### src/ils_pkg.sv
package ils_pkg;

    localparam int DEPTH = 64;
    localparam int LEN_W = $clog2(DEPTH + 1);
    localparam int POS_W = 6;
    localparam int WORD_W = 32;

    typedef enum logic [2:0] {
        OP_APPEND    = 3'd0,
        OP_OVERWRITE = 3'd1,
        OP_INSERT    = 3'd2,
        OP_REMOVE    = 3'd3,
        OP_DELETE    = 3'd4,
        OP_READ      = 3'd5
    } op_t;

    typedef enum logic [1:0] {
        ST_OK    = 2'd0,
        ST_FULL  = 2'd1,
        ST_EMPTY = 2'd2,
        ST_RANGE = 2'd3
    } status_t;

    // broadcast to every cell
    typedef struct packed {
        logic             ins;
        logic             del;
        logic             wr;
        logic             rd;
        logic [LEN_W-1:0] pos;
        logic [LEN_W-1:0] rd_idx;
    } cell_cmd_t;

endpackage

### src/ils_cell.sv
module ils_cell
    import ils_pkg::*;
(
    input  logic                     clk,
    input  logic [LEN_W-1:0]         idx,
    input  cell_cmd_t                cmd,
    input  logic signed [WORD_W-1:0] value_in,
    input  logic signed [WORD_W-1:0] from_below,
    input  logic signed [WORD_W-1:0] from_above,
    output logic signed [WORD_W-1:0] word,
    output logic signed [WORD_W-1:0] rd_word
);

    logic signed [WORD_W-1:0] word_reg;
    logic signed [WORD_W-1:0] word_next;

    always_comb
    begin
        word_next = word_reg;
        if ((cmd.ins || cmd.wr) && idx == cmd.pos)
        begin
            word_next = value_in;
        end
        else if (cmd.ins && idx > cmd.pos)
        begin
            word_next = from_below;
        end
        else if (cmd.del && idx >= cmd.pos)
        begin
            word_next = from_above;
        end
    end

    always_ff @(posedge clk)
    begin
        word_reg <= word_next;
    end

    assign word    = word_reg;
    assign rd_word = (cmd.rd && idx == cmd.rd_idx) ? word_reg : '0;

endmodule

### config.mk
export PLATFORM = sky130hd
export DESIGN_NAME = ils_cell
export DESIGN_NICKNAME = d
export VERILOG_FILES = /design/src/ils_pkg.sv /design/src/ils_cell.sv
export SDC_FILE = /design/constraint.sdc
export NUM_CORES = 1
export LEC_CHECK = 0
export BUFFER_PORTS_ARGS = -buffer_cell sky130_fd_sc_hd__buf_4
export CAP_MARGIN = 20
export CORE_ASPECT_RATIO = 1.2
export CORE_MARGIN = 1
export CORE_UTILIZATION = 41
export DETAILED_ROUTE_END_ITERATION = 12
export PLACE_DENSITY = 0.92
export RECOVER_POWER = 50
export REMOVE_ABC_BUFFERS = 1
export SLEW_MARGIN = 10
export SYNTH_ARGS = -nofsm -noshare
export SYNTH_HDL_FRONTEND = slang
export SYNTH_SLANG_ARGS = --single-unit
### constraint.sdc
create_clock -name clk -period 3.4 [get_ports clk]
set_input_delay 0 -clock clk [delete_from_list [all_inputs] [get_ports clk]]
set_output_delay 0 -clock clk [all_outputs]
set_load 0.01 [all_outputs]
==> run_results.csv <==
group,metric,value,unit
status,status,"finished with violations",
status,violations,"max-capacitance violations, max-slew violations",
pwr,power.total,1.21,mW
timing,whs,21.1,ps
timing,slew_violations,33,
setup_path,criticalPathCategory,"input pin to flip-flop",
clock_tree,cts_sinks,32,
setup_path,crit_arrival,2270,ps
final_layout,num_antenna_cells,0,
final_layout,fin_nets,624,
logic_synthesis,ys_seq_elements,32,
setup_path,startpoint_type,"input pin",
floorplan,coreArea,6010,sq um
final_layout,areaGrowthSynthToFinish,54.2,%
grt,grt_pass1_wl,12700,um
pwr,powerDensity,309,nW/um^2
route,wl,8710,um
floorplan,num_io_pins,186,
logic_synthesis,synth_most_common_cell,"nand2_1",
place,dp_hpwl,6480,um
timing,setup_slack,1140,ps
timing,slew_headroom,-19.3,%
floorplan,die_h,88.2,um
logic_synthesis,ys_seq_area_share,37.8,%
route,dr.pass1.iters,5,
clock_tree,cts_hold_buffers,0,
floorplan,fp-row-count,31,
final_layout,largest_register_ffs,32,
place,place_area,3960,sq um
place,pre_cts_ws,866,ps
setup_path,crit_required,3400,ps
logic_synthesis,netlist-cell-type-count,22,
timing,worstMarginPinSlew,1780,ps
clock_tree,clk_pin_slew,70,ps
route,vias,3037,
clock_tree,tritoncts,"built",
grt,grt_max_degree,37,
logic_synthesis,ys.flop_type,"edfxtp_1",
route,avgViaCountPerCell,5.26,
clock_tree,postCtsSetupBuffers,0,
clock_tree,cts-root-buf,"clkbuf_8",
timing,finalCritPeriodShare,66.6,%
clock_tree,cts_max_level,2,
grt,first_global_vias,2779,
pwr,swShare,30.9,%
logic_synthesis,ys_warn_count,0,
place,portBuffers,185,
timing,fmax,0.442,GHz
grt,grt_use_total,25.7,%
logic_synthesis,yosysTopAreaCell,"edfxtp_1",
final_layout,postLayoutCellArea,3920,sq um
logic_synthesis,async_flop_share,0,%
pwr,p_seq_share,45.7,%
route,antenna_left,0,
clock_tree,clk_path_buf_depth,2,
clock_tree,cts-buffers-inserted,5,
logic_synthesis,syn_avg_cell_area,7.79,sq um
pwr,pwr-share-comb,31.0,%
logic_synthesis,yosysTopAreaCellShare,37.8,%
route,drt_iter0_drc,173,
grt,overflow,0,
timing,setup_tns,0,ps
floorplan,die-area,6520,sq um
pwr,internal_power,0.836,mW
route,routedWlPerCell,15.1,um
job,maxCapViolations,1,
timing,setup_viol,0,
final_layout,layout-drive-gt1-share,33.9,%
pwr,p_leak,1.73,nW
clock_tree,cts_resized,0,
hold_path,hp-class,"input pin to flip-flop",
grt,grt_antenna_before_repair,0,
timing,hold_viol,0,
route,drcViolationCount,0,
logic_synthesis,synth-edff-count,32,
pwr,p_sw,0.374,mW
floorplan,die_x,73.9,um
logic_synthesis,synthCells,326,
timing,rsz0062_at_grt,"no",
logic_synthesis,synth_common_cells,"98 x nand2_1, 36 x a21oi_1, 33 x o211ai_1",
logic_synthesis,syn-cell-area,2540,sq um
logic_synthesis,synth_area_leaders,"edfxtp_1 38%, nand2_1 14%, o211ai_1 9.8%",
floorplan,initial_core_util,42.2,%
place,gp_congestion,0.798,
pwr,clkPwrFrac,23.3,%
pwr,peakVddDrop,0.140,mV
setup_path,cp_max_fo,33,
timing,layout_min_cycle_time,2260,ps
setup_path,worst_setup_path_end_kind,"flip-flop",
[layout by cell type (no fill, tap or decap), drive strengths merged]
cell    netlist  routed
o21ai        33      33
and3          1       1
xnor2         7       7
edfxtp       32      32
a311oi        1       1
o211ai       33      33
and4          1       1
and2         32      32
a21oi        36      36
nand2        98      98
nor2          2       2
inv           7       7
nand3b        1       1
nand4         2       2
clkbuf       24      40
a21boi        1       1
ha            7       7
buf           6     158
clkinv        0       1
o211a         2       2
[worst max-delay path, cell delays in order]
cell and delay (ps):
buf_4 120, ha_1 310, and4_1 600, a21boi_4 280
buf_4 300, o211a_4 460, o211ai_1 180
[stage by stage]
step | cells | util (%)
floorplan | 296 | -
global placement | 569 | 65.9
detailed placement | 569 | 65.9
CTS | 576 | 67.2
global route | 577 | 65.1
finish | 577 | 65.1
[path summary, 6_finish.rpt]
| path | to | slack (ps) | depth (start not counted) | start |
|---|---|---|---|---|
| worst max-delay path | word[8] | 1140 | 7 | idx[6] |
| worst min-delay path | word[10] | 20 | 3 | value_in[10] |
[area by class of cell]
class	instances	area, sq um
clock buffers	6	72.6
clock inverters	1	5.00
fillers	552	2100
inverters	7	26.3
multi-input cells	257	1420
flip-flops and latches	32	961
well taps	82	103
repair buffers	192	1330
[power groups by stage]
stage,logic [mW],clock network (mW),registers [mW]
floorplan,0.127,0,0.586
global placement,0.410,0,0.558
detailed placement,0.422,0,0.561
CTS,0.423,0.284,0.554
global route,0.412,0.303,0.559
finish,0.375,0.282,0.553
[logic make-up (layout without fill, tap and decap cells)]
logic type | after synthesis | count (layout) | synth area share, %
AO/OA/AOI/OAI | 106 | 106 | 25.5
XOR/XNOR | 7 | 7 | 2.41
adder cells (fa/ha/maj) | 7 | 7 | 3.45
buffers and inverters | 37 | 206 | 6.75
flip-flops | 32 | 32 | 37.8
AND/OR/NAND/NOR | 137 | 137 | 24.0
[routing by layer]
metal	vias to the layer above	routed length [um]	part of all wire, %	track usage [%]
li1	1471	-	-	-
met1	1376	3210	37	28.3
met2	171	4690	54	48.5
met3	19	638	7.3	5.13
met4	0	169	1.9	8.74
met5	-	0	0	0
Power figures use the tool's default switching activity.
