### src/ils_pkg.sv
package ils_pkg;

    localparam int DEPTH = 64;
    localparam int LEN_W = $clog2(DEPTH + 1);
    localparam int POS_W = 6;
    localparam int WORD_W = 32;

    typedef enum logic [2:0] {
        OP_APPEND    = 3'd0,
        OP_OVERWRITE = 3'd1,
        OP_INSERT    = 3'd2,
        OP_REMOVE    = 3'd3,
        OP_DELETE    = 3'd4,
        OP_READ      = 3'd5
    } op_t;

    typedef enum logic [1:0] {
        ST_OK    = 2'd0,
        ST_FULL  = 2'd1,
        ST_EMPTY = 2'd2,
        ST_RANGE = 2'd3
    } status_t;

    // broadcast to every cell
    typedef struct packed {
        logic             ins;
        logic             del;
        logic             wr;
        logic             rd;
        logic [LEN_W-1:0] pos;
        logic [LEN_W-1:0] rd_idx;
    } cell_cmd_t;

endpackage

### src/ils_ctrl.sv
module ils_ctrl
    import ils_pkg::*;
(
    input  logic             clk,
    input  logic             rst_n,
    input  logic             accept,
    input  logic [2:0]       operation,
    input  logic [POS_W-1:0] position,
    output cell_cmd_t        cmd,
    output status_t          status,
    output logic [LEN_W-1:0] count_next
);

    logic [LEN_W-1:0] count_reg;
    logic [LEN_W-1:0] p;
    logic             full;
    logic             empty;
    logic             inc;
    logic             dec;
    cell_cmd_t        dec_cmd;

    assign p     = LEN_W'(position);
    assign full  = (count_reg == LEN_W'(DEPTH));
    assign empty = (count_reg == '0);

    always_comb
    begin
        dec_cmd = '0;
        status  = ST_OK;
        inc     = 1'b0;
        dec     = 1'b0;
        unique case (operation)
            OP_APPEND:
            begin
                if (full)
                begin
                    status = ST_FULL;
                end
                else
                begin
                    dec_cmd.ins = 1'b1;
                    dec_cmd.pos = count_reg;
                    inc         = 1'b1;
                end
            end
            OP_OVERWRITE:
            begin
                if (p < count_reg)
                begin
                    dec_cmd.wr  = 1'b1;
                    dec_cmd.pos = p;
                end
                else if (p > count_reg)
                begin
                    status = ST_RANGE;
                end
                else if (full)
                begin
                    status = ST_FULL;
                end
                else
                begin
                    dec_cmd.ins = 1'b1;
                    dec_cmd.pos = count_reg;
                    inc         = 1'b1;
                end
            end
            OP_INSERT:
            begin
                if (p > count_reg)
                begin
                    status = ST_RANGE;
                end
                else if (full)
                begin
                    status = ST_FULL;
                end
                else
                begin
                    dec_cmd.ins = 1'b1;
                    dec_cmd.pos = p;
                    inc         = 1'b1;
                end
            end
            OP_REMOVE:
            begin
                if (empty)
                begin
                    status = ST_EMPTY;
                end
                else
                begin
                    dec_cmd.rd     = 1'b1;
                    dec_cmd.rd_idx = count_reg - 1'b1;
                    dec            = 1'b1;
                end
            end
            OP_DELETE:
            begin
                if (empty)
                begin
                    status = ST_EMPTY;
                end
                else if (p >= count_reg)
                begin
                    status = ST_RANGE;
                end
                else
                begin
                    dec_cmd.rd     = 1'b1;
                    dec_cmd.rd_idx = p;
                    dec_cmd.del    = 1'b1;
                    dec_cmd.pos    = p;
                    dec            = 1'b1;
                end
            end
            OP_READ:
            begin
                if (empty)
                begin
                    status = ST_EMPTY;
                end
                else if (p >= count_reg)
                begin
                    status = ST_RANGE;
                end
                else
                begin
                    dec_cmd.rd     = 1'b1;
                    dec_cmd.rd_idx = p;
                end
            end
            default:
            begin
                status = ST_OK;
            end
        endcase
    end

    always_comb
    begin
        count_next = count_reg;
        if (inc)
        begin
            count_next = count_reg + 1'b1;
        end
        else if (dec)
        begin
            count_next = count_reg - 1'b1;
        end
    end

    // cells only move on an accepted word
    always_comb
    begin
        cmd = dec_cmd;
        if (!accept)
        begin
            cmd.ins = 1'b0;
            cmd.del = 1'b0;
            cmd.wr  = 1'b0;
        end
    end

    always_ff @(posedge clk or negedge rst_n)
    begin
        if (!rst_n)
        begin
            count_reg <= '0;
        end
        else if (accept)
        begin
            count_reg <= count_next;
        end
    end

    a_count_bound: assert property (@(posedge clk) disable iff (!rst_n)
        count_reg <= LEN_W'(DEPTH))
        else $error("length above capacity");

    a_count_step: assert property (@(posedge clk) disable iff (!rst_n)
        accept && status != ST_OK |=> count_reg == $past(count_reg))
        else $error("failed request changed the length");

    a_shift_excl: assert property (@(posedge clk) disable iff (!rst_n)
        !(cmd.ins && cmd.del))
        else $error("insert and delete shift together");

endmodule

### config.mk
export PLATFORM = sky130hd
export DESIGN_NAME = ils_ctrl
export DESIGN_NICKNAME = d
export VERILOG_FILES = /design/src/ils_pkg.sv /design/src/ils_ctrl.sv
export SDC_FILE = /design/constraint.sdc
export NUM_CORES = 1
export LEC_CHECK = 0
export BUFFER_PORTS_ARGS = -buffer_cell sky130_fd_sc_hd__buf_2
export CAP_MARGIN = 0
export CORE_MARGIN = 5
export CORE_UTILIZATION = 30
export DETAILED_ROUTE_END_ITERATION = 10
export GPL_TIMING_DRIVEN = 0
export HOLD_SLACK_MARGIN = 0.08
export SLEW_MARGIN = 15
export SYNTH_ARGS = -nofsm -noshare
export SYNTH_HDL_FRONTEND = slang
export SYNTH_SLANG_ARGS = --single-unit
### constraint.sdc
create_clock -name clk -period 2.7 [get_ports clk]
set_clock_uncertainty 0.1 [all_clocks]
set_input_delay 0.27 -clock clk [delete_from_list [all_inputs] [get_ports clk]]
set_output_delay 0.27 -clock clk [all_outputs]
set_load 0.005 [all_outputs]
==> results_dict.tcl <==
set metrics [dict create \
    drc 0 \
    clkSlewWorstSetupHoldPaths_ps 40 \
    grt_pass1_vias 1410 \
    max_cap_violations 0 \
    synth-seq-cells 7 \
    fp.dieArea_um2 5460 \
    grt_max_degree 11 \
    ctsLongestPathBuffers 2 \
    synth_top_cell_area_share_pct 14.3 \
    cp.arrival_ps 2540 \
    period_share_pct 108 \
    nNetsFinal 251 \
    path_max_fanout 5 \
    failed_checks "setup timing" \
    drv_slew 0 \
    rsz0062_at_grt "true" \
    max_freq_mhz 343 \
    synth_warnings 0 \
    synth-seq-area-share_pct 14.3 \
    cts_made_buffers 3 \
    netlist-cell-type-count 53 \
    synthMostInstantiatedCell "nand2_1" \
    layout_setup_ws_ps -213 \
    worstSetupPathType "reg -> out" \
    status "finished, violations left" \
    fp-row-count 23 \
    vias 1518 \
    grt.total_usage_pct 15.5 \
    n_fill_cell 385 \
    hpwl_um 2940 \
    clock_sink_count 7 \
    leakage_nw 0.906 \
    final_core_util_pct 50.9 \
    dp_slack_ps -504 \
    startpoint_type "flop" \
    ys.flop_type "dfrtp_1" \
    relSlewSlack_pct 66.2 \
    fin_cells 280 \
    routedWlPerCell_um 16.5 \
    drtAntennaViolNets 0 \
    synth_common_cells "16 x nand2_1, 14 x xnor2_1, 10 x inv_1, 10 x nor2_1, 10 x o21ai_0" \
    largest_register_ff_count 7 \
    htree_levels 1 \
    drt-total-wl_um 4620 \
    worst_setup_path_end_kind "output pin" \
    grt_pass1_wl_um 6670 \
    yosys.area_share.simple_pct 28.4 \
    power_mw 1.88 \
    cts_tree "done" \
    yosys-mux-area-fraction_pct 0.818 \
    synth-edff-count 0 \
    grt-ovfl-total 0 \
    io_buffers 36 \
    drt_iter0_drc 130 \
    antenna_found_initial 0 \
    cp_data_required_time_ps 2330 \
    core_um2 3970 \
    synth_top_cells_by_area "dfrtp_1 14%, xnor2_1 10%, ha_1 8.2%" \
    dr.pass1.iters 4 \
    antenna-diode-count 0 \
    syn-num-nets 177 \
    setup_viol 14 \
    synthAdderAreaFrac_pct 8.18 \
    via_per_inst 5.42 \
    synth_compound_area_share_pct 29.3 \
    die_h_um 73.9 \
    netlist_area_um2 1220 \
    tightest_slew_ps 504 \
    ys_async_sr_fraction_pct 100 \
    start_util_pct 30.8 \
    syn2layout_area_growth_pct 65.1 \
    layout-drive-gt1-share_pct 54.8 \
    hold_viol_final 0 \
    dp_cells 243 \
    syn_inst 157 \
    powerDensity_nw_per_um2 929 \
    insertion_delay_ps 230 \
    fp.dieW_um 73.9 \
    finalCriticalPeriod_ps 2910 \
    vdd_drop_max_mv 0.324 \
    gp_congestion 0.843 \
    synth_top_family_by_area "compound AO/OA/AOI/OAI gates" \
    hold_class "in -> async" \
    pin_count 39 \
    root_buffer "clkbuf_8" \
    avgSynthCellArea_um2 7.79 \
    synth_top_cell_by_area "dfrtp_1" \
    synth_xor_area_share_pct 10.7 \
]
critical path, cell delays in order (launching register included):
cell and delay [ps]:
dfrtp_2 360, inv_1 110, ha_4 290, nand4b_1 240
or3_1 450, o31a_1 140, nand3_2 120, buf_6 140
nand2_2 80, o21ai_2 80, xnor2_1 160, buf_2 150
layer usage:
| layer | wire (um) | GRT usage, % | part of all wire [%] | up-vias |
|---|---|---|---|---|
| met4 | 34 | 2.41 | 0.74 | 0 |
| met5 | 0 | 0 | 0 | - |
| met3 | 336 | 3.42 | 7.3 | 6 |
| met1 | 1980 | 19.6 | 43 | 712 |
| met2 | 2270 | 27.3 | 49 | 68 |
| li1 | - | - | - | 732 |
cell usage in the layout, fill, tap and decap left out, types with 4 or more instances in the layout:
cell type / synthesis / final
nor2_1: 10 / 7
a21oi_1: 9 / 6
buf_4: 3 / 31
o21ai_0: 10 / 8
inv_1: 10 / 5
buf_6: 2 / 5
xnor2_1: 14 / 14
nand2_1: 16 / 12
ha_4: 0 / 6
a22o_1: 4 / 4
buf_2: 2 / 38
o21ai_1: 3 / 4
dfrtp_1: 7 / 4
and3_1: 5 / 5
worst paths after layout:
| kind | depth (start not counted) | slack (ps) | end | startpoint |
|---|---|---|---|---|
| min reg2reg | 2 | 510 | count_reg[2] | count_reg[2] |
| min in group clk | 3 | 330 | count_reg[1] | accept |
| min | 2 | 310 | count_reg[4] | rst_n |
| max | 11 | -210 | count_next[5] | count_reg[5] |
| max in group asynchronous | 2 | 2010 | count_reg[0] | rst_n |
| max reg2reg | 12 | 90 | count_reg[5] | count_reg[4] |
metrics by stage:
step	setup TNS [ps]	cell area, um^2	hold slack [ps]
2_1_floorplan	0	1220	-126
3_3_place_gp	-7230	1470	11.1
3_5_place_dp	-7450	1470	14.2
4_1_cts	-1450	1830	291
5_1_grt	-4080	2020	324
6_report	-2390	2020	307
power by group:
group          switching, mW  leakage [nW]  internal, mW
logic                  0.795         0.803         0.736
registers             0.0365        0.0800         0.162
clock network         0.0464        0.0228         0.102
total                  0.877         0.906          1.00
area by class of cell:
| cell class | instances | area [um^2] | area share (%) |
|---|---|---|---|
| Sequential cell | 7 | 179 | 8.85 |
| Multi-Input combinational cell | 131 | 1150 | 56.8 |
| Timing Repair Buffer | 71 | 487 | 24.1 |
| Inverter | 11 | 48.8 | 2.41 |
| Clock buffer | 4 | 45.0 | 2.23 |
| Tap cell | 50 | 62.6 | 3.10 |
| Buffer | 6 | 50.0 | 2.48 |
kinds of logic (layout without fill, tap and decap cells):
logic type	Yosys count	after routing
adders and majority gates	8	8
AOI/OAI and AO/OA	48	48
muxes	1	1
buffers and inverters	19	92
xor gates and xnor gates	15	15
and+or+nand+nor	59	59
DFF	7	7
repair_timing:
item                                    4_1_cts  5_1_grt
cloned                                        1        1
endpoints found under the setup margin       33       24
setup buffers                                18       14
hold buffers                                  1        0
pin swaps                                    15       26
endpoints found under the hold margin         7        0
gates resized for setup                      32       20
(Power assumes the default switching activity.)
